==> src/hw/rtl/spbc_ram.sv <==
// Generic simple dual-port RAM with one write port and a registered read port.
`default_nettype none

module spbc_ram #(
    parameter int unsigned WIDTH = 8,
    parameter int unsigned DEPTH = 256
) (
    input  wire logic                     i_clk,
    input  wire logic                     i_we,
    input  wire logic [$clog2(DEPTH)-1:0] i_waddr,
    input  wire logic [WIDTH-1:0]         i_wdata,
    input  wire logic [$clog2(DEPTH)-1:0] i_raddr,
    output      logic [WIDTH-1:0]         o_rdata
);

    logic [WIDTH-1:0] r_mem [DEPTH];
    logic [WIDTH-1:0] r_rdata;

    always_ff @(posedge i_clk) begin
        if (i_we) begin
            r_mem[i_waddr] <= i_wdata;
        end
        r_rdata <= r_mem[i_raddr];
    end

    assign o_rdata = r_rdata;

endmodule

`default_nettype wire

==> config.mk <==
export PLATFORM = sky130hd
export DESIGN_NAME = spbc_ram
export DESIGN_NICKNAME = d
export VERILOG_FILES = /design/src/hw/rtl/spbc_ram.sv
export SDC_FILE = /design/constraint.sdc
export NUM_CORES = 2
export LEC_CHECK = 0
export ABC_AREA = 1
export BUFFER_PORTS_ARGS = -buffer_cell sky130_fd_sc_hd__buf_2
export CAP_MARGIN = 10
export CORE_MARGIN = 2
export CORE_UTILIZATION = 50
export CTS_CLUSTER_DIAMETER = 80
export CTS_CLUSTER_SIZE = 30
export DETAILED_ROUTE_END_ITERATION = 7
export MAX_ROUTING_LAYER = met4
export PLACE_DENSITY = 0.75
export SYNTH_ARGS = -nofsm -noshare
export SYNTH_HDL_FRONTEND = slang
export SYNTH_SLANG_ARGS = --single-unit
==> constraint.sdc <==
create_clock -name i_clk -period 2.53 [get_ports i_clk]
set_clock_uncertainty 0.05 [all_clocks]
set_input_delay 0 -clock i_clk [delete_from_list [all_inputs] [get_ports i_clk]]
set_output_delay 0 -clock i_clk [all_outputs]
set_load 0.05 [all_outputs]
==> impl_results.rst <==
.. list-table::
   :header-rows: 1

   * - Metric
     - Value
   * - Status
     - finished clean
   * - Number of standard cells after synthesis
     - 7003
   * - Standard cell core area
     - 0.165 sq mm
   * - Die area
     - 0.170 sq mm
   * - List of cells traversed by the critical path
     - dlygate4sd3_1, buf_2, nor2_1, dlygate4sd3_1, inv_1, nor2_1, nand2_1, nor2_1
   * - Final estimated routing congestion in global placement
     - between 0.9 and 1
   * - Global-route wire length before repair
     - 334000 um
   * - Buffers inserted during post-CTS setup optimization
     - 0
   * - Number of buffers created by CTS
     - 84
   * - Source-to-sink clock delay at the later pin of the worst-skew pair
     - slightly below 0.8 ns
   * - Initial core utilization
     - 0.504
   * - Area of the mapped netlist
     - 0.0834 sq mm
   * - Critical Path Source Type
     - primary input
   * - Core occupancy in the finished layout
     - 0.552
   * - Via-per-instance ratio
     - just over 6
   * - Width of the die
     - 412 um
   * - HPWL reported at the end of detailed placement
     - 135000 um
   * - Number of nets in the finished design
     - roughly 7100
   * - Overall fraction of global-route tracks in use
     - 0.269
   * - Required time worst endpoint
     - 2.87 ns
   * - Clk pin slew, worst setup/hold paths
     - 0.11 ns
   * - Average detailed-routed wire length per instance
     - 24.0 um
   * - Crit path kind
     - primary input to flip-flop
   * - Synth area leaders
     - edfxtp_1 (74%), nand3_1 (12%), nand2_1 (9.6%)
   * - Total nets after synthesis
     - 7029
   * - Max Slew Vio Count
     - 0
   * - Kind of capture point of the worst setup path
     - flip-flop
   * - Netlist cell types
     - 14
   * - Count of TritonRoute iterations in the first routing pass
     - 6
   * - Count of hold buffers inserted by post-cts repair
     - 19
   * - Number of port buffers
     - 33
   * - Total Negative Setup Slacks
     - 0 ns
   * - Die outline height
     - 412 um
   * - Area Growth Syn to Fin
     - 9.52%
   * - TritonCTS clock tree
     - built
   * - Worst path slowest cell
     - nor2_1
   * - DRC violations left
     - 0
   * - Antenna violations before repair
     - 11
   * - Crit path time final
     - 2.48 ns
   * - Number of setup violations in the final report
     - 0
   * - Number of global-route vias before repair
     - about 53000
   * - CTS root buffer
     - clkbuf_16
   * - Critical Path AT
     - 2.81 ns
   * - Maximum resistive drop on vdd
     - ~0.54 mV
   * - Largest net degree at the start of global routing
     - 135
   * - Highest cell delay on the worst timing path
     - between 0.7 and 0.8 ns
   * - Post-synthesis cell type with the largest combined area
     - edfxtp_1
   * - Reported leakage power
     - 31.8 nW
   * - Hold violation total from the final report
     - 0
   * - Synthesized area per cell
     - ~12 sq um
   * - Setup repair after global routing missed its margin
     - false
   * - Reported max-cap violation count
     - 0
   * - Slew at the pin with the worst max-slew slack
     - around 1 ns
   * - Starting DRT DRC Count
     - around 9100
   * - Share of cells above drive strength 1
     - 0.0848
   * - Number of synthesis warnings
     - 0
   * - Worst min-delay path category
     - primary input to flip-flop
   * - CP Max Fanout
     - 8
   * - Buffer depth of the longest clock path
     - 3
   * - Remaining antenna violation count after routing
     - 0
   * - # resized after CTS
     - 0
   * - Number of vias after detailed routing
     - 56500
   * - Site Rows
     - 149
   * - Highest clock rate
     - 404 MHz
   * - Slew headroom
     - 0.330
   * - Fraction of the yosys area taken by sequential cells
     - 0.739
   * - Filler Cell Count
     - approximately 13000
   * - Power density over cell area
     - 649 mW/mm^2
   * - Post-synth top area share
     - 0.737
   * - Level count of the clock H-tree
     - 3
   * - Tcrit/Tclk final
     - 0.979
   * - Number of I/O pins
     - 34
   * - CP most frequent cell
     - nor2_1
   * - Clock Sinks
     - just over 2000
   * - FF+latch count, synth
     - 2056
   * - Grt total ovfl
     - 0
   * - Total wire length after detailed routing
     - 224000 um
==> registers in the layout (all words and copies together), names as in the netlist <==
register and cells:
o_rdata 8, r_mem 2048
==> worst max-delay path: cells and delay by family <==
kind / cells / cell delay, ns
buffers and inverters: 4 / 1.44
AND/OR/NAND/NOR: 4 / 1.36
==> through the flow <==
stage,setup WS (ns),cell area (sq um),hold WS [ns],std cells,power (mW)
4_1_cts,0.198,91300,0.0358,9350,59.3
6_report,0.0522,91300,0.0770,9359,59.3
5_1_grt,0.00759,91300,0.0813,9359,60.8
2_1_floorplan,0.989,83400,0.0489,7003,40.7
3_5_place_dp,-0.0241,88500,0.419,9200,42.8
3_3_place_gp,-0.000807,88500,0.417,9200,42.7
==> Yosys cell counts (all sizes together) <==
cell type / count
buf: 371
edfxtp: 2048
nand2: 2123
clkbuf: 112
nor2: 283
dfxtp: 8
nand3: 2019
inv: 39
==> logic make-up after synthesis <==
| family | after synthesis | share of synthesized area |
|---|---|---|
| flip-flops | 2056 | 0.739 |
| AND/OR/NAND/NOR | 4425 | 0.229 |
| buffers and inverters | 522 | 0.0312 |
==> routing by layer <==
| layer | up-vias | wire length, um | GRT usage |
|---|---|---|---|
| met5 | - | 0 | - |
| met4 | 0 | 8500 | 0.0973 |
| li1 | 24900 | - | - |
| met1 | 27400 | 84800 | 0.365 |
| met3 | 429 | 27100 | 0.0525 |
| met2 | 3769 | 104000 | 0.405 |
==> cells in the final DEF, fill, tap and decap left out <==
cell,n
clkbuf_8,1
dfxtp_1,8
buf_4,373
buf_12,86
buf_2,21
diode_2,9
edfxtp_1,2048
clkinv_4,1
dlygate4sd3_1,19
bufinv_16,2
nand2_1,2123
clkbuf_1,20
buf_8,11
clkinvlp_4,1
inv_6,3
inv_12,4
inv_2,1
inv_4,1
inv_16,2
nor2_1,283
nand3_1,2019
inv_8,4
clkinv_2,1
clkbuf_16,88
clkinv_8,7
inv_1,34
==> path summary, 6_finish.rpt <==
kind	from	to	slack, ns	cells after the start
setup / recovery	i_waddr[3]	r_mem[226][1]	0.05	8
hold / removal	i_waddr[7]	r_mem[184][5]	0.08	5
setup reg to reg	r_mem[223][6]	o_rdata[6]	0.15	11
hold reg to reg	r_mem[150][2]	o_rdata[2]	0.96	10
==> report_power, final <==
group	switching (mW)	leakage, nW	internal [mW]	total (mW)
Sequential	0.0497	18.5	37.5	37.5
Combinational	3.38	12.1	1.21	4.59
Clock	10.3	1.26	6.87	17.1
Total	13.7	31.8	45.6	59.3
==> layout make-up <==
class,instances,area (sq um),area share
clock buffers,109,2290,0.0251
diodes,9,22.5,0.000247
repair buffers,510,4980,0.0545
well taps,2189,2740,0.0300
multi-input cells,4425,19100,0.210
inverters,39,180,0.00197
flip-flops and latches,2056,61700,0.675
clock inverters,22,329,0.00360
No activity file was read; power rests on OpenSTA's default activity.
