`src/hw/rtl/spbc_pkg.sv`:
```
// Shared constants, types and helpers for the shadow poison bitmap checker.
`default_nettype none

package spbc_pkg;

    localparam int unsigned WINDOW_BYTES = 65536;
    localparam int unsigned SHADOW_DEPTH = (WINDOW_BYTES + 7) / 8;
    localparam int unsigned OFF_W        = $clog2(WINDOW_BYTES);
    localparam int unsigned IDX_W        = OFF_W - 3;

    localparam int unsigned ADDR_W  = 32;
    localparam int unsigned LEN_W   = 16;
    localparam int unsigned OP_W    = 2;
    localparam int unsigned PADDR_W = 3;
    localparam int unsigned PDATA_W = 32;
    localparam int unsigned SEL_W   = PADDR_W - 2;

    localparam logic [OP_W-1:0] OP_CHECK  = 2'd0;
    localparam logic [OP_W-1:0] OP_POISON = 2'd1;
    localparam logic [OP_W-1:0] OP_CLEAR  = 2'd2;

    localparam logic [SEL_W-1:0] REG_WINDOW_BASE = 1'b0;

    localparam logic [2:0] SUB_FIRST = 3'd0;
    localparam logic [2:0] SUB_LAST  = 3'd7;

    typedef enum logic [2:0] {
        S_CLEAR,
        S_IDLE,
        S_PREP,
        S_WALK,
        S_LAST
    } t_state;

    typedef struct packed {
        logic             we;
        logic [IDX_W-1:0] waddr;
        logic [7:0]       wdata;
        logic [IDX_W-1:0] raddr;
    } t_mem_req;

    // Bits lo_b..hi_b of one shadow byte set.
    function automatic logic [7:0] spbc_mask(input logic [2:0] lo_b, input logic [2:0] hi_b);
        logic [7:0] m;
        m = '0;
        for (int b = 0; b < 8; b++) begin
            m[b] = (3'(b) >= lo_b) && (3'(b) <= hi_b);
        end
        return m;
    endfunction

endpackage

`default_nettype wire

```
`src/hw/rtl/spbc_cfg.sv`:
```
// APB register file holding the window base address.
`default_nettype none

module spbc_cfg (
    input  wire logic                           i_clk,
    input  wire logic                           i_rst_n,
    input  wire logic                           psel,
    input  wire logic                           penable,
    input  wire logic                           pwrite,
    input  wire logic [spbc_pkg::PADDR_W-1:0]   paddr,
    input  wire logic [spbc_pkg::PDATA_W-1:0]   pwdata,
    output      logic [spbc_pkg::PDATA_W-1:0]   prdata,
    output      logic                           pready,
    output      logic [spbc_pkg::ADDR_W-1:0]    o_window_base
);
    import spbc_pkg::*;

    logic [ADDR_W-1:0] r_base;
    logic [SEL_W-1:0]  reg_sel;
    logic              wr_en;

    assign reg_sel = paddr[PADDR_W-1:2];
    assign pready  = 1'b1;
    assign wr_en   = psel && penable && pwrite && pready && (reg_sel == REG_WINDOW_BASE);

    always_ff @(posedge i_clk) begin
        if (!i_rst_n) begin
            r_base <= '0;
        end else if (wr_en) begin
            r_base <= pwdata[ADDR_W-1:0];
        end
    end

    always_comb begin
        prdata = '0;
        if (reg_sel == REG_WINDOW_BASE) begin
            prdata = PDATA_W'(r_base);
        end
    end

    assign o_window_base = r_base;

endmodule

`default_nettype wire

```
`config.mk`:
```
export PLATFORM = sky130hd
export DESIGN_NAME = spbc_cfg
export DESIGN_NICKNAME = d
export VERILOG_FILES = /design/src/hw/rtl/spbc_pkg.sv /design/src/hw/rtl/spbc_cfg.sv
export SDC_FILE = /design/constraint.sdc
export NUM_CORES = 1
export LEC_CHECK = 0
export BUFFER_PORTS_ARGS = -buffer_cell sky130_fd_sc_hd__clkbuf_2
export CORE_MARGIN = 5
export CORE_UTILIZATION = 41
export CTS_CLUSTER_SIZE = 14
export DETAILED_ROUTE_END_ITERATION = 8
export PLACE_DENSITY = 0.82
export SETUP_SLACK_MARGIN = 0.3
export SLEW_MARGIN = 20
export SYNTH_ARGS = -nofsm -noshare
export SYNTH_HDL_FRONTEND = slang
export SYNTH_SLANG_ARGS = --single-unit
```
`constraint.sdc`:
```
create_clock -name i_clk -period 1 [get_ports i_clk]
set_input_delay 0.15 -clock i_clk [delete_from_list [all_inputs] [get_ports i_clk]]
set_output_delay 0.15 -clock i_clk [all_outputs]
set_load 0.05 [all_outputs]
```
==> flow_metrics.tcl, run 1 <==
set metrics [dict create \
    cts_buffers 5 \
    synthAdderAreaFrac 0 \
    synth_nets 217 \
    netlist_instances 177 \
    die_w_um 71.24 \
    synth_seq_cells 32 \
    clockBufferDepth 2 \
    repair-timing-grt-worst-ep "prdata[3]" \
    root_buffer "clkbuf_8" \
    synth-xor-area-share 0 \
    grt_max_degree 29 \
    synth_compound_area_frac 0 \
    port_buffers 101 \
    avgSynthCellArea_um2 8.688 \
    lastStage "global routing" \
    seq_area_frac_synth 0.4166 \
    cts_hold_buf 0 \
    synth_cell_types 12 \
    initial_core_util 0.4200 \
    rows 22 \
    muxShareOfSynthArea 0.2083 \
    synth_top_family_by_area "simple AND/OR/NAND/NOR gates" \
    post-dp-hpwl_mm 3.121 \
    worstEpCategory "primary output" \
    clock-sinks 32 \
    place_ws_ns -0.1796 \
    gp_congestion 0.7176 \
    htree_levels 2 \
    synth-simple-area-share 0.2962 \
    outcome "stopped before the end" \
    error "[ERROR DPL-0038] Utilization greater than 100%, impossible to legalize" \
    yosysWarnings 0 \
    dieHeight_um 71.24 \
    ios 105 \
    syn_area_mm2 0.001538 \
]
## stage by stage
| step | hold WS, ns | TNS (ns) | std cells | util | cell area [µm²] |
|---|---|---|---|---|---|
| 4_1_cts | 0.07980 | -3.507 | 332 | 0.9491 | 3475 |
| 3_5_place_dp | 0.3771 | -6.469 | 319 | 0.6753 | 2472 |
| 3_3_place_gp | 0.3704 | -5.222 | 319 | 0.6753 | 2472 |
| 2_1_floorplan | 0.2816 | 0 | 177 | - | 1898 |
## cell families after synthesis
kind of cell / after synthesis
buf+inv: 15
flops: 32
mux: 32
other cells: 1
simple gates: 97
## cell usage after synthesis
cell type | number | area share
clkbuf_1 | 9 | 0.022
and4b_1 | 1 | 0.0065
buf_4 | 1 | 0.0049
nor2b_1 | 30 | 0.12
dfxtp_1 | 32 | 0.42
mux2i_1 | 32 | 0.21
nand2_1 | 64 | 0.16
and2b_2 | 2 | 0.011
conb_1 | 1 | 0.0024
buf_12 | 3 | 0.039
buf_2 | 1 | 0.0033
buf_6 | 1 | 0.0073
## timing repair
action	CTS
endpoints found under the setup margin	96
pin swaps	0
buffers inserted	4
gates resized for setup	157
gates cloned	2
==> run 2, diff against run 1 <==
Settings changed: CORE_UTILIZATION 41 to 40, CTS_CLUSTER_SIZE 14 to not set, PLACE_DENSITY 0.82 to not set, PLACE_DENSITY_LB_ADDON set to 0.15, SETUP_SLACK_MARGIN 0.3 to not set.
==> flow_metrics.tcl, run 2 <==
set metrics [dict create \
    routed_via_density 4.687 \
    cts_tree "built" \
    first_pass_iters 4 \
    finalNonFillerCells 342 \
    drt.antenna.violating_nets 0 \
    slew_viol_final 0 \
    cp_slowest_cell "dfxtp_2" \
    avgSynthCellArea_um2 8.688 \
    htree_levels 2 \
    power_density_mw_per_mm2 942.2 \
    max_freq_mhz 893.7 \
    netlist_instances 177 \
    wl_per_cell_um 15.51 \
    rows 22 \
    whs_endpoint "o_window_base[28]" \
    clockBufferDepth 2 \
    synth_cell_types 12 \
    setup_slack_ns -0.1190 \
    synth.top_cells.by_count "64 x nand2_1, 32 x dfxtp_1, 32 x mux2i_1" \
    holdPathStages 3 \
    rsz0062_at_grt "yes" \
    fillerInstances 156 \
    power_uw 3115 \
    core-area_mm2 0.003689 \
    finalSetupViolations 47 \
    path_class "flip-flop to primary output" \
    min_period_ns 1.119 \
    post-dp-hpwl_mm 3.220 \
    dieArea_mm2 0.005184 \
    synth_nets 217 \
    synth_top_area_share 0.4166 \
    maxCapViolations 0 \
    post-route-drc-count 0 \
    globalRoute.totalOverflow 0 \
    reg2regPathDepth 3 \
    cp_cell_sequence "and2b_2 -> buf_8" \
    layout_commonest_cell "nand2_1" \
    num_vias 1603 \
    clk_latency_ns 0.28 \
    hold_viol_final 0 \
    clock-sinks 32 \
    dieHeight_um 72 \
    fin_worst_skew_ns 0 \
    violations "negative setup slack" \
    antenna_found_initial 0 \
    synth_most_common_cell "nand2_1" \
    drt_wl_total_mm 5.306 \
    seq_area_frac_synth 0.4166 \
    die_w_um 72 \
    drive_gt1_frac 0.6667 \
    ys.flop_type "dfxtp_1" \
    critPathMaxStageDelay_ns 0.33 \
    critPathCaptureType "primary output" \
    largest_reg_flops 32 \
    cellLeakagePower_uw 0.001356 \
    reg2reg_slack_ns 0.28 \
    dp.cells 318 \
    gr-usage-all-layers 0.1862 \
    drtIter0Drc 60 \
    layout.nets 333 \
    grt_pass1_wl_mm 7.610 \
    ios 105 \
    path_buf_inv 1 \
    r2r-start "o_window_base[23]" \
    synth_edf_count 0 \
    start_kind "flip-flop" \
    critical-path-top-delay-family "flip-flops" \
    syn_area_mm2 0.001538 \
    place_ws_ns -0.1544 \
    root_buffer "clkbuf_8" \
    min_path_type "primary input to flip-flop" \
    port_buffers 101 \
    cts_hold_buf 0 \
    grt_pass1_vias 1611 \
    area_growth_syn_to_layout_pct 115.0 \
    outcome "finished with violations" \
    synth_seq_cells 32 \
    peakVddDrop_mv 0.6660 \
    synth_area_leaders "dfxtp_1 42%, mux2i_1 21%, nand2_1 16%" \
    multi_input_area_mm2 0.001006 \
    seq_area_um2 753.2 \
    initial_core_util 0.4169 \
    fin_crit_sh 1.119 \
    cts_buffers 5 \
    layout_common_cells "64 x nand2_1, 45 x buf_8, 36 x clkbuf_2, 32 x mux2i_1, 30 x nor2b_4" \
    clk_pin_slew_worst_paths_ns 0.07 \
    gp_congestion 0.7257 \
    arrival_ns 0.97 \
    yosysTopAreaCell "dfxtp_1" \
    min-delay-start "pwdata[28]" \
    yosysWarnings 0 \
    timing.rr.end "o_window_base[23]" \
    path_max_fanout 3 \
    async_flop_share 0 \
    grt_max_degree 49 \
    cp.required_ns 0.85 \
    n_antenna_cell 0 \
]
[run 2: cell counts after synthesis]
Identical to the previous run, type by type.
[run 2: power breakdown]
part / switching, µW / internal (µW) / total (µW)
Sequential: 26.5 / 1240 / 1270
Clock: 469 / 739 / 1210
Combinational: 360 / 277 / 636
Total: 856 / 2260 / 3110
[run 2: metal layers]
metal,global-route usage,wire (µm),vias to the layer above
li1,-,-,791
met1,0.1917,1948,737
met2,0.3490,2870,64
met3,0.06094,371,11
met4,0.06681,115,0
met5,0,0,-
[run 2: cell type report]
type | instances | area share
clock buffers | 6 | 0.02195
clock inverters | 2 | 0.01060
multi-input cells | 130 | 0.3043
flip-flops and latches | 32 | 0.2279
well taps | 48 | 0.01817
repair buffers | 124 | 0.4171
[run 2: worst max path at each step]
stage / to / slack (ns) / from / depth (start not counted)
after floorplan: prdata[0] / -0.01 / o_window_base[0] / 1
after global placement: o_window_base[8] / -0.1 / paddr[2] / 4
after detailed placement: o_window_base[7] / -0.15 / paddr[2] / 4
after CTS: prdata[29] / -0.13 / o_window_base[29] / 2
after global routing: prdata[29] / -0.14 / o_window_base[29] / 2
final: prdata[29] / -0.12 / o_window_base[29] / 2
[run 2: tightest hold or removal path, cell delays in order]
cell and delay [ns]:
clkbuf_2 0.08, nand2_1 0.04, mux2i_1 0.05
[run 2: logic make-up after synthesis]
logic type             Yosys count  share of synthesized area
multiplexers                    32                     0.2083
buffers and inverters           15                    0.07648
flip-flops                      32                     0.4166
other                            1                   0.002439
AND/OR/NAND/NOR                 97                     0.2962
[run 2: repair_timing]
action                     in CTS  in global routing
setup endpoints to repair      64                 34
gates resized for setup       126                 62
gates cloned                    0                  0
setup buffers                   1                 15
[run 2: through the flow]
stage / setup TNS (ns) / instance area (µm²) / hold slack [ns] / utilization
2_1_floorplan: -0.01072 / 1879 / 0.2816 / -
3_3_place_gp: -4.584 / 2415 / 0.3700 / 0.6547
3_5_place_dp: -5.682 / 2415 / 0.3746 / 0.6547
4_1_cts: -3.411 / 3078 / 0.07220 / 0.8345
5_1_grt: -4.474 / 3306 / 0.08278 / 0.8962
6_report: -3.051 / 3306 / 0.07877 / 0.8962
(Power assumes the default switching activity.)
==> run 3, diff against run 2 <==
Settings changed: CORE_MARGIN 5 to not set.
==> flow_metrics.tcl, run 3 (synthesis gave the netlist of run 2 again) <==
set metrics [dict create \
    min_period_ns 1.109 \
    root_buffer "clkbuf_8" \
    globalRoute.totalOverflow 0 \
    routed_via_density 4.724 \
    clk_latency_ns 0.27 \
    wl_per_cell_um 15.28 \
    n_antenna_cell 0 \
    cp_cell_sequence "and2b_2 -> buf_8" \
    drt_wl_total_mm 5.212 \
    start_kind "flip-flop" \
    drive_gt1_frac 0.6587 \
    wl_met3_um 302 \
    cp_slowest_cell "dfxtp_2" \
    finalSetupViolations 43 \
    min_path_type "primary input to flip-flop" \
    power_density_mw_per_mm2 876.6 \
    r2r-start "o_window_base[3]" \
    post-route-drc-count 0 \
    cellLeakagePower_uw 0.001336 \
    clock-sinks 32 \
    maxCapViolations 0 \
    clockBufferDepth 2 \
    peakVddDrop_mv 0.8188 \
    outcome "finished with violations" \
    setup_slack_ns -0.1090 \
    die_w_um 64 \
    arrival_ns 0.96 \
    rsz0062_at_grt "yes" \
    dieArea_mm2 0.004096 \
    layout_common_cells "64 x nand2_1, 43 x buf_8, 36 x clkbuf_2, 32 x mux2i_1, 30 x nor2b_4" \
    ios 105 \
    layout_commonest_cell "nand2_1" \
    final.setup.tns_ns -2.699 \
    reg2regPathDepth 3 \
    dp.cells 319 \
    wl_met1_mm 2.031 \
    gr-usage-all-layers 0.2300 \
    whs_endpoint "o_window_base[18]" \
    whs_ns 0.08782 \
    top_layer "met4" \
    dieHeight_um 64 \
    timing.rr.end "o_window_base[3]" \
    path_max_fanout 3 \
    fin_worst_skew_ns 0 \
    antenna_found_initial 0 \
    largest_reg_flops 32 \
    first_pass_iters 4 \
    grt_pass1_wl_mm 7.203 \
    num_vias 1611 \
    port_buffers 101 \
    min-delay-start "pwdata[18]" \
    max_freq_mhz 901.7 \
    power_uw 2850 \
    reg2reg_slack_ns 0.25 \
    core-area_mm2 0.003661 \
    layout.nets 332 \
    hold_viol_final 0 \
    cp.required_ns 0.85 \
    critPathMaxStageDelay_ns 0.33 \
    gp_congestion 0.6720 \
    cts_tree "built" \
    initial_core_util 0.4200 \
    clk_pin_slew_worst_paths_ns 0.06 \
    path_buf_inv 1 \
    area_growth_syn_to_layout_pct 111.4 \
    critPathCaptureType "primary output" \
    slew_viol_final 0 \
    cts_buffers 5 \
    violations "negative setup slack" \
    fin_crit_sh 1.109 \
    finalNonFillerCells 341 \
    holdPathStages 3 \
    critical-path-top-delay-family "flip-flops" \
    htree_levels 2 \
    routed-wl-met2_mm 2.818 \
    grt_max_degree 25 \
    grt_pass1_vias 1550 \
    post-dp-hpwl_mm 2.836 \
    drtIter0Drc 71 \
    path_class "flip-flop to primary output" \
    drt.antenna.violating_nets 0 \
    rows 22 \
]
run 3: power by group:
group / internal (µW) / switching, µW
combinational: 284 / 369
clock: 484 / 443
sequential: 1240 / 25.2
total: 2010 / 838
run 3: per-stage QoR:
step | setup slack [ns] | utilization | instance area, µm²
floorplan | -0.01072 | - | 1879
global placement | -0.1302 | 0.6719 | 2460
detailed placement | -0.1664 | 0.6719 | 2460
CTS | -0.1193 | 0.8353 | 3058
global route | -0.1289 | 0.8879 | 3251
finish | -0.1090 | 0.8879 | 3251
run 3: how the worst max path moves through the flow:
stage | endpoint | start | slack [ns] | depth (start not counted)
after floorplan | prdata[0] | o_window_base[0] | -0.01 | 1
after global placement | prdata[29] | paddr[2] | -0.13 | 4
after detailed placement | o_window_base[6] | paddr[2] | -0.17 | 4
after CTS | prdata[31] | o_window_base[31] | -0.12 | 2
after global routing | prdata[31] | o_window_base[31] | -0.13 | 2
final | prdata[29] | o_window_base[29] | -0.11 | 2
run 3: area by class of cell:
class,instances,area (µm²)
repair buffers,123,1351
multi-input cells,130,1006
flip-flops and latches,32,753.2
fillers,182,410.4
clock buffers,7,76.32
well taps,48,60.06
clock inverters,1,3.754
run 3: timing repair:
item | in CTS | in global routing
cloned | 0 | 0
setup buffers | 1 | 13
endpoints found under the hold margin | 0 | 0
hold buffers | 0 | 0
setup endpoints to repair | 64 | 40
resized for setup | 120 | 61
run 3: worst reg2reg max path, delay by kind of cell, from the launching register on:
family,cells,cell delay (ns)
buffers and inverters,1,0.11
DFF,1,0.36
muxes,1,0.14
and+or+nand+nor,1,0.05
run 3: metal layers:
metal / vias to the layer above / GRT usage
met4: 0 / 0.07670
met1: 752 / 0.2610
li1: 786 / -
met3: 7 / 0.05536
met2: 66 / 0.4162
met5: - / 0
