[config.mk]
export PLATFORM = sky130hd
export DESIGN_NAME = spbc_ctrl
export DESIGN_NICKNAME = d
export VERILOG_FILES = /design/src/hw/rtl/spbc_pkg.sv /design/src/hw/rtl/spbc_ctrl.sv
export SDC_FILE = /design/constraint.sdc
export NUM_CORES = 1
export LEC_CHECK = 0
export BUFFER_PORTS_ARGS = -buffer_cell sky130_fd_sc_hd__buf_2
export CORE_MARGIN = 2
export CORE_UTILIZATION = 45
export DETAILED_ROUTE_END_ITERATION = 10
export PLACE_DENSITY_LB_ADDON = 0.15
export SETUP_SLACK_MARGIN = 0.4
export SKIP_LAST_GASP = 1
export SLEW_MARGIN = 10
export SYNTH_ARGS = -nofsm -noshare
export SYNTH_HDL_FRONTEND = slang
export SYNTH_SLANG_ARGS = --single-unit
export TNS_END_PERCENT = 100
[constraint.sdc]
create_clock -name i_clk -period 4.56 [get_ports i_clk]
set_input_delay 0.456 -clock i_clk [delete_from_list [all_inputs] [get_ports i_clk]]
set_output_delay 0.456 -clock i_clk [all_outputs]
set_load 0.02 [all_outputs]
[src/hw/rtl/spbc_pkg.sv]
// Shared constants, types and helpers for the shadow poison bitmap checker.
`default_nettype none

package spbc_pkg;

    localparam int unsigned WINDOW_BYTES = 65536;
    localparam int unsigned SHADOW_DEPTH = (WINDOW_BYTES + 7) / 8;
    localparam int unsigned OFF_W        = $clog2(WINDOW_BYTES);
    localparam int unsigned IDX_W        = OFF_W - 3;

    localparam int unsigned ADDR_W  = 32;
    localparam int unsigned LEN_W   = 16;
    localparam int unsigned OP_W    = 2;
    localparam int unsigned PADDR_W = 3;
    localparam int unsigned PDATA_W = 32;
    localparam int unsigned SEL_W   = PADDR_W - 2;

    localparam logic [OP_W-1:0] OP_CHECK  = 2'd0;
    localparam logic [OP_W-1:0] OP_POISON = 2'd1;
    localparam logic [OP_W-1:0] OP_CLEAR  = 2'd2;

    localparam logic [SEL_W-1:0] REG_WINDOW_BASE = 1'b0;

    localparam logic [2:0] SUB_FIRST = 3'd0;
    localparam logic [2:0] SUB_LAST  = 3'd7;

    typedef enum logic [2:0] {
        S_CLEAR,
        S_IDLE,
        S_PREP,
        S_WALK,
        S_LAST
    } t_state;

    typedef struct packed {
        logic             we;
        logic [IDX_W-1:0] waddr;
        logic [7:0]       wdata;
        logic [IDX_W-1:0] raddr;
    } t_mem_req;

    // Bits lo_b..hi_b of one shadow byte set.
    function automatic logic [7:0] spbc_mask(input logic [2:0] lo_b, input logic [2:0] hi_b);
        logic [7:0] m;
        m = '0;
        for (int b = 0; b < 8; b++) begin
            m[b] = (3'(b) >= lo_b) && (3'(b) <= hi_b);
        end
        return m;
    endfunction

endpackage

`default_nettype wire

[src/hw/rtl/spbc_ctrl.sv]
// Sequencer: range set-up, shadow byte walk (RMW on poison/clear), clearing pass.
`default_nettype none

module spbc_ctrl (
    input  wire logic                          i_clk,
    input  wire logic                          i_rst_n,
    input  wire logic                          i_start,
    output      logic                          o_busy,
    input  wire logic [spbc_pkg::OP_W-1:0]     i_operation,
    input  wire logic [spbc_pkg::ADDR_W-1:0]   i_address,
    input  wire logic [spbc_pkg::LEN_W-1:0]    i_length,
    input  wire logic                          i_is_write,
    input  wire logic [spbc_pkg::ADDR_W-1:0]   i_window_base,
    output      spbc_pkg::t_mem_req            o_mem_req,
    input  wire logic [7:0]                    i_mem_rdata,
    output      logic                          o_done,
    output      logic                          o_violation,
    output      logic                          o_out_of_window,
    output      logic                          o_access_was_write
);
    import spbc_pkg::*;

    t_state r_state, n_state;
    logic [IDX_W-1:0] r_idx, n_idx;
    logic             r_rd_vld;
    logic             r_done;

    logic [OP_W-1:0]   r_op;
    logic [ADDR_W-1:0] r_off;
    logic [LEN_W-1:0]  r_lenm1;
    logic              r_len_zero;
    logic              r_wr;
    logic [OFF_W-1:0]  r_lo;
    logic [OFF_W-1:0]  r_hi;
    logic [IDX_W-1:0]  r_rd_idx;
    logic              r_rd_first;
    logic              r_rd_last;
    logic              r_viol;
    logic              r_oow;

    logic              accept;
    logic              emit;
    logic [ADDR_W:0]   end_off;
    logic              in_win;
    logic [ADDR_W:0]   hi_src;
    logic              clip;
    logic [OFF_W-1:0]  prep_lo;
    logic [OFF_W-1:0]  prep_hi;
    logic              is_rng;
    logic              prep_walk;
    logic              prep_oow;
    logic [IDX_W-1:0]  lo_idx;
    logic [IDX_W-1:0]  hi_idx;
    logic [7:0]        mask;
    logic              hit;

    assign accept = i_start && !o_busy;
    assign lo_idx = r_lo[OFF_W-1:3];
    assign hi_idx = r_hi[OFF_W-1:3];

    // Range set-up: last offset, window test and clip to the window end.
    always_comb begin
        end_off   = {1'b0, r_off} + (ADDR_W+1)'(r_lenm1);
        in_win    = r_off < ADDR_W'(WINDOW_BYTES);
        // Outside the window only the part that wraps past the top can land in it.
        hi_src    = in_win ? end_off : {1'b0, end_off[ADDR_W-1:0]};
        clip      = hi_src >= (ADDR_W+1)'(WINDOW_BYTES);
        prep_hi   = clip ? OFF_W'(WINDOW_BYTES - 1) : hi_src[OFF_W-1:0];
        prep_lo   = in_win ? r_off[OFF_W-1:0] : '0;
        is_rng    = (r_op == OP_POISON) || (r_op == OP_CLEAR);
        prep_walk = !r_len_zero &&
                    (((r_op == OP_CHECK) && in_win) || (is_rng && (in_win || end_off[ADDR_W])));
        prep_oow  = ((r_op == OP_CHECK) || is_rng) && !in_win;
    end

    assign mask = spbc_mask(r_rd_first ? r_lo[2:0] : SUB_FIRST,
                            r_rd_last  ? r_hi[2:0] : SUB_LAST);
    assign hit  = |(i_mem_rdata & mask);

    // Next state
    always_comb begin
        n_state = r_state;
        case (r_state)
            S_CLEAR: begin
                if (r_idx == IDX_W'(SHADOW_DEPTH - 1)) begin
                    n_state = S_IDLE;
                end
            end
            S_IDLE: begin
                if (i_start) begin
                    n_state = S_PREP;
                end
            end
            S_PREP: begin
                n_state = prep_walk ? S_WALK : S_IDLE;
            end
            S_WALK: begin
                if (r_idx == hi_idx) begin
                    n_state = S_LAST;
                end
            end
            S_LAST: begin
                n_state = S_IDLE;
            end
            default: begin
                n_state = S_IDLE;
            end
        endcase
    end

    // Walk index
    always_comb begin
        case (r_state)
            S_CLEAR: n_idx = r_idx + 1'b1;
            S_PREP:  n_idx = prep_lo[OFF_W-1:3];
            S_WALK:  n_idx = r_idx + 1'b1;
            default: n_idx = r_idx;
        endcase
    end

    // Outputs and memory request
    always_comb begin
        o_busy          = (r_state != S_IDLE);
        emit            = ((r_state == S_PREP) && !prep_walk) || (r_state == S_LAST);
        o_mem_req.raddr = r_idx;
        o_mem_req.we    = 1'b0;
        o_mem_req.waddr = r_rd_idx;
        o_mem_req.wdata = i_mem_rdata;
        case (r_state)
            S_CLEAR: begin
                o_mem_req.we    = 1'b1;
                o_mem_req.waddr = r_idx;
                o_mem_req.wdata = '0;
            end
            default: begin
                o_mem_req.we    = r_rd_vld && is_rng;
                o_mem_req.wdata = (r_op == OP_POISON) ? (i_mem_rdata | mask)
                                                      : (i_mem_rdata & ~mask);
            end
        endcase
    end

    always_ff @(posedge i_clk) begin
        if (!i_rst_n) begin
            r_state  <= S_CLEAR;
            r_idx    <= '0;
            r_rd_vld <= 1'b0;
            r_done   <= 1'b0;
        end else begin
            r_state  <= n_state;
            r_idx    <= n_idx;
            r_rd_vld <= (r_state == S_WALK);
            r_done   <= emit;
        end
    end

    always_ff @(posedge i_clk) begin
        if (accept) begin
            r_op       <= i_operation;
            r_off      <= i_address - i_window_base;
            r_lenm1    <= i_length - 1'b1;
            r_len_zero <= (i_length == '0);
            r_wr       <= i_is_write;
        end
        if (r_state == S_PREP) begin
            r_lo   <= prep_lo;
            r_hi   <= prep_hi;
            r_oow  <= prep_oow;
            r_viol <= 1'b0;
        end else if (r_rd_vld && (r_op == OP_CHECK)) begin
            r_viol <= r_viol | hit;
        end
        if (r_state == S_WALK) begin
            r_rd_idx   <= r_idx;
            r_rd_first <= (r_idx == lo_idx);
            r_rd_last  <= (r_idx == hi_idx);
        end
    end

    assign o_done             = r_done;
    assign o_violation        = r_viol;
    assign o_out_of_window    = r_oow;
    assign o_access_was_write = r_wr;

endmodule

`default_nettype wire

==> results.yml, run 1 <==
timing:
  fmax_mhz: 284.9
  tightest_slew_ps: 664.8
  hold_ws_ps: 218.2
  fin_crit_sh_pct: 76.97
  finalCriticalPeriod_ps: 3510
  final-max-slew-violation-count: 0
  finalSetupViolCount: 0
  relSlewSlack_pct: 55.52
  skew_ps: 8.689
  fin_setup_tns_ps: 0
  layout_setup_ws_ps: 1050
  rsz0062_at_grt: "no"
  hold_viol_final: 0
clock_tree:
  clk_path_buf_depth: 2
  cts_setup_buffers: 0
  path_clk_slew_ps: 50
  numCtsBuffers: 17
  cts_tree: "built"
  root_buffer: "clkbuf_16"
  cts_resized: 0
  htree_levels: 4
  insertion_delay_ps: 410
  cts_hold_buf: 0
  clock_sinks: 119
logic_synthesis:
  synth.distinct_cells: 73
  synthesis.area_um2: 8243
  synth_edf_count: 100
  synth_simple_gate_area_share_pct: 17.26
  yosys.area_share.adder_pct: 8.379
  synthFlopType: "edfxtp_1"
  synthArstFlopShare_pct: 0
  synthXorXnorAreaFrac_pct: 8.500
  synth_compound_area_share_pct: 17.15
  synth.net_count: 1004
  synth_warnings: 0
  ys_ff_latch: 119
  synth_top_family_by_area: "simple AND/OR/NAND/NOR gates"
  muxShareOfSynthArea_pct: 3.370
  yosysSeqAreaShare_pct: 41.04
  avgSynthCellArea_um2: 9.630
  syn-instance-count: 856
pwr:
  powerDensity_nw_per_um2: 284.5
  p_switching_uw: 629.9
  comb_power_share_pct: 11.5
  ir_drop_mv: 0.2177
  leakage_uw: 0.004012
  swShare_pct: 22.87
  power.share.sequential_pct: 43.4
  finalPower_uw: 2755
  p_int_uw: 2125
  p_clk_share_pct: 45.1
detailed_routing:
  wl_per_cell_um: 14.84
  ant_nets: 0
  drtIter0Drc: 329
  remaining_drc_errors: 0
  vias_per_cell: 5.411
  dr.pass1.iters: 5
  routed-via-count: 6661
  drt_wl_total_um: 18260
final_layout:
  register_area_um2: 3383
  n_fill_cell: 1639
  area_growth_pct: 17.47
  layout-drive-gt1-share_pct: 20.26
  final_nets: 1138
  instances_no_fill: 1231
  multi_input_area_um2: 4518
  insertedDiodeCount: 0
critical_path:
  startpoint_type: "flip-flop"
  crit_type: "flip-flop to flip-flop"
  cp-end-kind: "flip-flop"
  cp.required_ps: 4710
  path_max_fanout: 16
  arrival_ps: 3660
die:
  die_y_um: 139.3
  ios: 134
  core_area_um2: 17960
  start_util_pct: 45.89
  fp-row-count: 49
  dieArea_um2: 19420
  die_x_um: 139.3
place:
  gp_congestion: 0.8879
  dp_slack_ps: 1011
  hpwl_um: 14230
  io_buffer_count: 133
  dp_cells: 1200
global_routing:
  grt_pass1_vias: 6166
  grt_first_pass_wirelength_um: 30600
  grt_use_total_pct: 19.33
  antenna_found_initial: 0
  grt_overflow_total: 0
  grt_max_degree: 53
job:
  max_cap_violations: 0
min_path:
  hold_class: "primary input to flip-flop"
outcome:
  status: "finished clean"
[final cells by class]
class / count / share of cell area, %
sequential: 119 / 34.94
inverter: 64 / 2.481
timing repair buffer: 139 / 7.339
clock buffer: 19 / 4.471
tap: 229 / 2.959
multi-input combinational: 649 / 46.66
clock inverter: 12 / 1.150
[per-stage QoR]
stage	cell area [µm²]	util (%)
after floorplan	8243	-
after global placement	9139	50.87
after detailed placement	9139	50.87
after CTS	9683	53.90
after global routing	9683	53.90
final	9683	53.90
[power groups by stage]
stage               Sequential, µW  Combinational, µW  Clock [µW]
floorplan                     1220                216           0
global placement              1220                315           0
detailed placement            1220                318           0
CTS                           1200                319        1270
global route                  1200                361        1320
finish                        1200                317        1240
[final timing paths]
check              start                 end  slack, ps  cells past startpoint
max             r_off[0]             r_hi[5]       1050                     12
max reg2reg     r_off[0]             r_hi[5]       1050                     12
min reg2reg  o_violation         o_violation        470                      2
min           i_is_write  o_access_was_write        220                      1
[metal layers]
| metal | vias to the layer above | GRT usage [%] | routed length, µm |
|---|---|---|---|
| li1 | 3414 | - | - |
| met1 | 3035 | 27.74 | 8948 |
| met2 | 190 | 29.62 | 8157 |
| met3 | 22 | 3.854 | 896 |
| met4 | 0 | 5.901 | 261 |
| met5 | - | 0 | 0 |
[kinds of logic after synthesis]
family	after synthesis
adder cells (fa/ha/maj)	54
flip-flops	119
AND/OR/NAND/NOR	278
buffers and inverters	88
multiplexers	26
XOR/XNOR	80
AO/OA/AOI/OAI	211
[cells in the mapped netlist, types with 8 or more instances]
cell type,count,area [µm²]
a21o_1,17,127.6
a21oi_1,60,300.3
and2_1,19,118.9
and3_1,12,75.07
clkbuf_1,18,67.56
dfxtp_1,19,380.4
edfxtp_1,100,3003
ha_1,52,650.6
inv_1,64,240.2
mux2_2,13,146.4
mux2i_1,12,120.1
nand2_1,65,244.0
nand3_1,23,115.1
nand3_2,10,100.1
nand4_1,17,106.4
nor2_1,70,262.8
nor3_1,24,120.1
o211ai_1,9,67.56
o21a_1,13,97.59
o21ai_0,35,175.2
o21bai_1,8,60.06
xnor2_1,51,446.7
xor2_1,29,254.0
[critical path: stages (launching register included)]
cell	delay, ps
edfxtp_1	380
ha_1	240
fa_1	400
a21o_1	190
a21oi_1	280
o211ai_1	200
nand3_1	150
nand2_1	90
mux2i_1	130
or4_4	540
nor4_4	250
buf_4	270
o211ai_1	110
[sequential cells by signal (all words and copies together), names as in the netlist, 2 cells and up]
name and count:
r_hi 16, r_idx 13, r_lenm1 16, r_lo 16
r_off 32, r_op 2, r_rd_idx 13, r_state 3
[layout by cell type, fill, tap and decap left out, drive strengths merged, types with 3 or more instances in the layout]
cell    synthesis  final
nor3           24     24
o211ai          9      9
o21a           14     14
a21oi          61     61
edfxtp        100    100
mux2i          12     12
a31o            5      5
or3             7      7
a21boi          5      5
xor2           29     29
or4             3      3
and2           19     19
clkinv          0     10
nand2b          5      5
inv            64     64
o31ai           4      4
o21ai          40     40
dfxtp          19     19
nand4          17     17
nand2          65     65
nor2b           3      3
a22oi           5      5
nand3          33     33
nor4            8      8
a32oi           3      3
a21o           18     18
o21bai          8      8
and3           12     12
clkbuf         18     19
nand3b          4      4
a31oi           7      7
mux2           14     14
buf             6    139
xnor2          51     51
a211oi          5      5
nor2           70     70
ha             52     52
a311oi          4      4
No activity file was read; power rests on OpenSTA's default activity.
==> run 2: changes to the inputs <==
==> constraint.sdc (replaced) <==
create_clock -name i_clk -period 3.6 [get_ports i_clk]
set_input_delay 0.36 -clock i_clk [delete_from_list [all_inputs] [get_ports i_clk]]
set_output_delay 0.36 -clock i_clk [all_outputs]
set_load 0.02 [all_outputs]
==> run 2 against run 1 <==
  * Routed wire length up 2.1%
  * Maximum frequency up 6.5%
  * Highest routed layer unchanged
  * Critical endpoint is now r_hi[1]
  * Global-route usage is 0.40 points higher
  * Critical path type unchanged
  * Register-to-register slack got worse by 750 ps
  * Die area stayed put
  * Non-clock buffer count rose by 14
  * Final cell count grew 1.1%
==> results.yml, run 2 (same netlist as run 1, synthesis figures left out) <==
place:
  io_buffer_count: 133
  hpwl_um: 14480
  place_area_um2: 9193
  dp_slack_ps: 185.4
  gp_congestion: 0.8772
detailed_routing:
  drt_wl_total_um: 18650
  vias_per_cell: 5.326
  dr.pass1.iters: 4
  wl_per_cell_um: 14.98
  drtIter0Drc: 340
  remaining_drc_errors: 0
  routed-via-count: 6631
  ant_nets: 0
job:
  max_cap_violations: 0
timing:
  layout_setup_ws_ps: 304.6
  final-max-slew-violation-count: 0
  hold_ws_ps: 118.0
  skew_ps: 8.834
  fmax_mhz: 303.5
  hold_viol_final: 0
  relSlewSlack_pct: 51.97
  tightest_slew_ps: 717.9
  rsz0062_at_grt: "yes"
  fin_crit_sh_pct: 91.54
  finalCriticalPeriod_ps: 3295
  fin_setup_tns_ps: 0
  finalSetupViolCount: 0
min_path:
  holdPathStages: 1
  hold_class: "primary input to flip-flop"
clock_tree:
  clk_path_buf_depth: 2
  path_clk_slew_ps: 50
  root_buffer: "clkbuf_16"
  cts_tree: "built"
  clock_sinks: 119
  cts_hold_buf: 0
  numCtsBuffers: 17
  htree_levels: 4
  insertion_delay_ps: 420
critical_path:
  crit_path_cell_trace: "ha_4 -> fa_2 -> a21o_1 -> a21oi_2 -> o211ai_1 -> nand3_1 -> buf_4 -> buf_6 -> buf_6 -> a21oi_4 -> mux2i_2 -> o2111ai_2 -> nor4_4 -> buf_4 -> buf_12 -> nand3b_1"
  startpoint_type: "flip-flop"
  cp-end-kind: "flip-flop"
  cp.required_ps: 3740
  path_max_fanout: 8
  arrival_ps: 3440
  reg2reg_depth: 16
  crit_type: "flip-flop to flip-flop"
  slowest_delay_ps: 430
  critPathSlowestCell: "edfxtp_1"
global_routing:
  busiest_layer: "met2"
  antenna_found_initial: 0
  grt_overflow_total: 0
  use_met3_pct: 3.579
  grt_first_pass_wirelength_um: 31040
  grt_max_degree: 53
  grt_use_met1_pct: 27.69
  grt_use_total_pct: 19.73
  grt_pass1_vias: 6263
  use_met2_pct: 30.91
die:
  core_area_um2: 17960
  ios: 134
  die_y_um: 139.3
  start_util_pct: 45.89
  fp-row-count: 49
  die_x_um: 139.3
  dieArea_um2: 19420
pwr:
  ir_drop_mv: 0.2850
  powerDensity_nw_per_um2: 374.7
  leakage_uw: 0.004132
final_layout:
  insertedDiodeCount: 0
  top_register: "r_off"
  layout_common_cells: "buf_2, edfxtp_1, nor2_1, nand2_1, inv_1"
  n_fill_cell: 1623
  final_nets: 1152
  post-route-util_pct: 55.65
  final_common_cell: "buf_2"
  layout-drive-gt1-share_pct: 23.23
  area_growth_pct: 21.28
  fin_area_um2: 9997
  largest_register_ffs: 32
outcome:
  status: "finished clean"
==> run 2: cell types whose count changed in the layout (fill, tap and decap cells not counted), sizes merged <==
cell,before,now
clkbuf,19,18
clkinvlp,0,2
inv,64,65
clkinv,10,6
bufinv,2,5
buf,139,152
==> run 2: through the flow <==
| stage | total power, µW | instances |
|---|---|---|
| finish | 3745 | 1245 |
| global route | 3879 | 1245 |
| CTS | 3773 | 1244 |
| detailed placement | 1950 | 1205 |
| global placement | 1944 | 1205 |
| floorplan | 1818 | 856 |
==> run 2: worst max-delay path: cells and delay by family, from the launching register on <==
kind / cells / cell delay (ps)
flops: 1 / 430
mux: 1 / 220
compound gates: 5 / 710
buf+inv: 5 / 560
simple gates: 3 / 530
fa+ha+maj: 2 / 560
==> run 2: worst paths after layout <==
path / start / endpoint / slack (ps)
worst min-delay path: i_operation[1] / r_op[1] / 120
worst min register to register: o_violation / o_violation / 500
worst max-delay path: r_off[0] / r_hi[1] / 300
worst max register to register: r_off[0] / r_hi[1] / 300
==> run 2: timing repair <==
| action | CTS | global route |
|---|---|---|
| resized for setup | 7 | 12 |
| buffers inserted | 7 | 1 |
| endpoints found under the setup margin | 16 | 16 |
| pin swaps | 2 | 10 |
| endpoints found under the hold margin | 0 | 0 |
| gates cloned | 1 | 0 |
==> run 2: area by class of cell <==
class / instances / area (µm²) / area share (%)
multi-input cells: 649 / 4602 / 46.03
flip-flops and latches: 119 / 3383 / 33.84
repair buffers: 153 / 853.3 / 8.536
clock buffers: 17 / 425.4 / 4.255
well taps: 229 / 286.5 / 2.866
inverters: 64 / 240.2 / 2.403
clock inverters: 14 / 206.4 / 2.065
==> run 2: where the power goes <==
group | leakage, µW | switching (µW) | internal, µW
sequential | 0.00104 | 8.62 | 1510
clock | 0.000306 | 609 | 1220
combinational | 0.00278 | 215 | 190
total | 0.00413 | 832 | 2910
==> run 2: routing by layer <==
| metal | vias up | wire, µm |
|---|---|---|
| li1 | 3446 | - |
| met1 | 2960 | 8753 |
| met2 | 203 | 8574 |
| met3 | 22 | 1031 |
| met4 | 0 | 286 |
| met5 | - | 0 |
==> run 3: changes to the inputs <==
--- a/config.mk
+++ b/config.mk
@@ -5,7 +5,7 @@
 export SDC_FILE = /design/constraint.sdc
 export NUM_CORES = 1
 export LEC_CHECK = 0
-export BUFFER_PORTS_ARGS = -buffer_cell sky130_fd_sc_hd__buf_2
+export BUFFER_PORTS_ARGS = -buffer_cell sky130_fd_sc_hd__buf_4
 export CORE_MARGIN = 2
 export CORE_UTILIZATION = 45
 export DETAILED_ROUTE_END_ITERATION = 10
==> run 3 against run 2 <==
  * Clock-buffer cell count up 1
  * Sequential cell count unchanged
  * Routed wire length up 2.6%
  * Sequential power about the same
  * Register-to-register slack about the same
  * Clock skew down 3.4 ps
  * Critical path depth down 2
  * Combinational power up 7.7%
  * First-iteration DRC count down 5.0%
==> results.yml, run 3 (same netlist as run 1, synthesis figures left out) <==
final_layout:
  insertedDiodeCount: 0
  final_common_cell: "buf_4"
  top_register: "r_off"
  largest_register_ffs: 32
  layout_common_cells: "buf_4, edfxtp_1, nor2_1, inv_1, nand2_1"
  layout-drive-gt1-share_pct: 24.22
  final_nets: 1155
  n_fill_cell: 1582
  multi_input_area_um2: 4627
  area_growth_pct: 24.99
  fin_area_um2: 10300
  register_area_um2: 3383
critical_path:
  startpoint_type: "flip-flop"
  critPathSlowestCell: "edfxtp_1"
  cp-end-kind: "flip-flop"
  worst-path-stages: 14
  slowest_delay_ps: 430
  crit_type: "flip-flop to flip-flop"
  crit_buf_inv: 4
  reg2reg_depth: 14
  arrival_ps: 3470
  path_max_fanout: 8
  cp.required_ps: 3760
  cp_top_family: "simple AND/OR/NAND/NOR gates"
  crit_path_frequent_cell: "buf_4"
  crit_path_cell_trace: "ha_1 -> nand2_1 -> nor2_1 -> and3_1 -> nand3_1 -> buf_4 -> buf_4 -> a21oi_1 -> mux2i_1 -> o2111ai_2 -> nor4_4 -> buf_4 -> clkbuf_16 -> nand3_2"
global_routing:
  grt_first_pass_wirelength_um: 31370
  grt_use_total_pct: 19.84
  grt_pass1_vias: 6431
  antenna_found_initial: 0
  grt_max_degree: 53
  grt_overflow_total: 0
timing:
  fin_crit_sh_pct: 91.91
  finalSetupViolCount: 0
  hold_viol_final: 0
  tightest_slew_ps: 695.1
  fin_setup_tns_ps: 0
  hold_ws_ps: 114.3
  skew_ps: 5.469
  layout_setup_ws_ps: 291.3
  fmax_mhz: 302.2
  final-max-slew-violation-count: 0
  rsz0062_at_grt: "yes"
  finalCriticalPeriod_ps: 3309
  relSlewSlack_pct: 53.30
die:
  die_x_um: 139.3
  core_area_um2: 17960
  dieArea_um2: 19420
  start_util_pct: 45.89
  ios: 134
  fp-row-count: 49
  die_y_um: 139.3
detailed_routing:
  ant_nets: 0
  drt_wl_total_um: 19130
  dr.pass1.iters: 5
  remaining_drc_errors: 0
  wl_per_cell_um: 15.32
  routed-via-count: 6811
  vias_per_cell: 5.453
  drtIter0Drc: 323
place:
  dp_slack_ps: 222.8
  gp_congestion: 0.8764
  place_area_um2: 9525
  io_buffer_count: 133
  hpwl_um: 14540
pwr:
  finalPower_uw: 3555
  powerDensity_nw_per_um2: 345.1
  leakage_uw: 0.004196
  ir_drop_mv: 0.3203
clock_tree:
  numCtsBuffers: 17
  root_buffer: "clkbuf_16"
  cts_tree: "built"
  htree_levels: 4
  clk_path_buf_depth: 2
  path_clk_slew_ps: 50
  cts_hold_buf: 0
  clock_sinks: 119
  insertion_delay_ps: 420
job:
  max_cap_violations: 0
min_path:
  holdPathStages: 1
  hold_class: "primary input to flip-flop"
outcome:
  status: "finished clean"
-- run 3: cell types whose count changed in the layout (fill, tap and decap cells not counted), sizes merged --
| cell | change |
|---|---|
| buf | +3 |
| bufinv | -3 |
| clkinv | +3 |
| clkbuf | +1 |
| clkinvlp | +1 |
| inv | -1 |
-- run 3: cell type report --
| cell class | count | share of cell area, % |
|---|---|---|
| Sequential cell | 119 | 32.84 |
| Timing Repair Buffer | 156 | 11.66 |
| Inverter | 64 | 2.332 |
| Clock inverter | 14 | 1.312 |
| Multi-Input combinational cell | 649 | 44.91 |
| Clock buffer | 18 | 4.166 |
| Tap cell | 229 | 2.781 |
-- run 3: report_power, final --
group	internal [µW]	switching, µW	leakage, µW	total, µW
Combinational	221	215	0.00288	436
Sequential	1510	8.54	0.00104	1520
Clock	1010	597	0.000275	1600
Total	2730	821	0.00420	3560
-- run 3: through the flow --
step           std cells  utilization, %
6_report            1249           57.35
5_1_grt             1249           57.35
4_1_cts             1245           56.82
3_5_place_dp        1205           53.03
3_3_place_gp        1205           53.03
2_1_floorplan        856               -
-- run 3: routing by layer --
layer  up-vias  global-route usage [%]  wire, µm
met2       204                   31.94      8982
met4         0                   7.124       328
li1       3450                       -         -
met1      3131                   27.21      8914
met3        26                   3.166       907
met5         -                       0         0
-- run 3: path summary, 6_finish.rpt --
kind | startpoint | slack (ps) | endpoint
max | r_off[14] | 290 | r_hi[4]
min reg2reg | o_violation | 470 | o_violation
min | i_operation[0] | 110 | r_op[0]
max reg2reg | r_off[14] | 290 | r_hi[4]
-- run 3: repair_timing --
action                                 4_1_cts  5_1_grt
setup buffers                                7        4
gates cloned                                 1        0
endpoints found under the hold margin        0        0
pin swaps                                    2        4
setup endpoints to repair                   16       16
gates resized for setup                      6       15
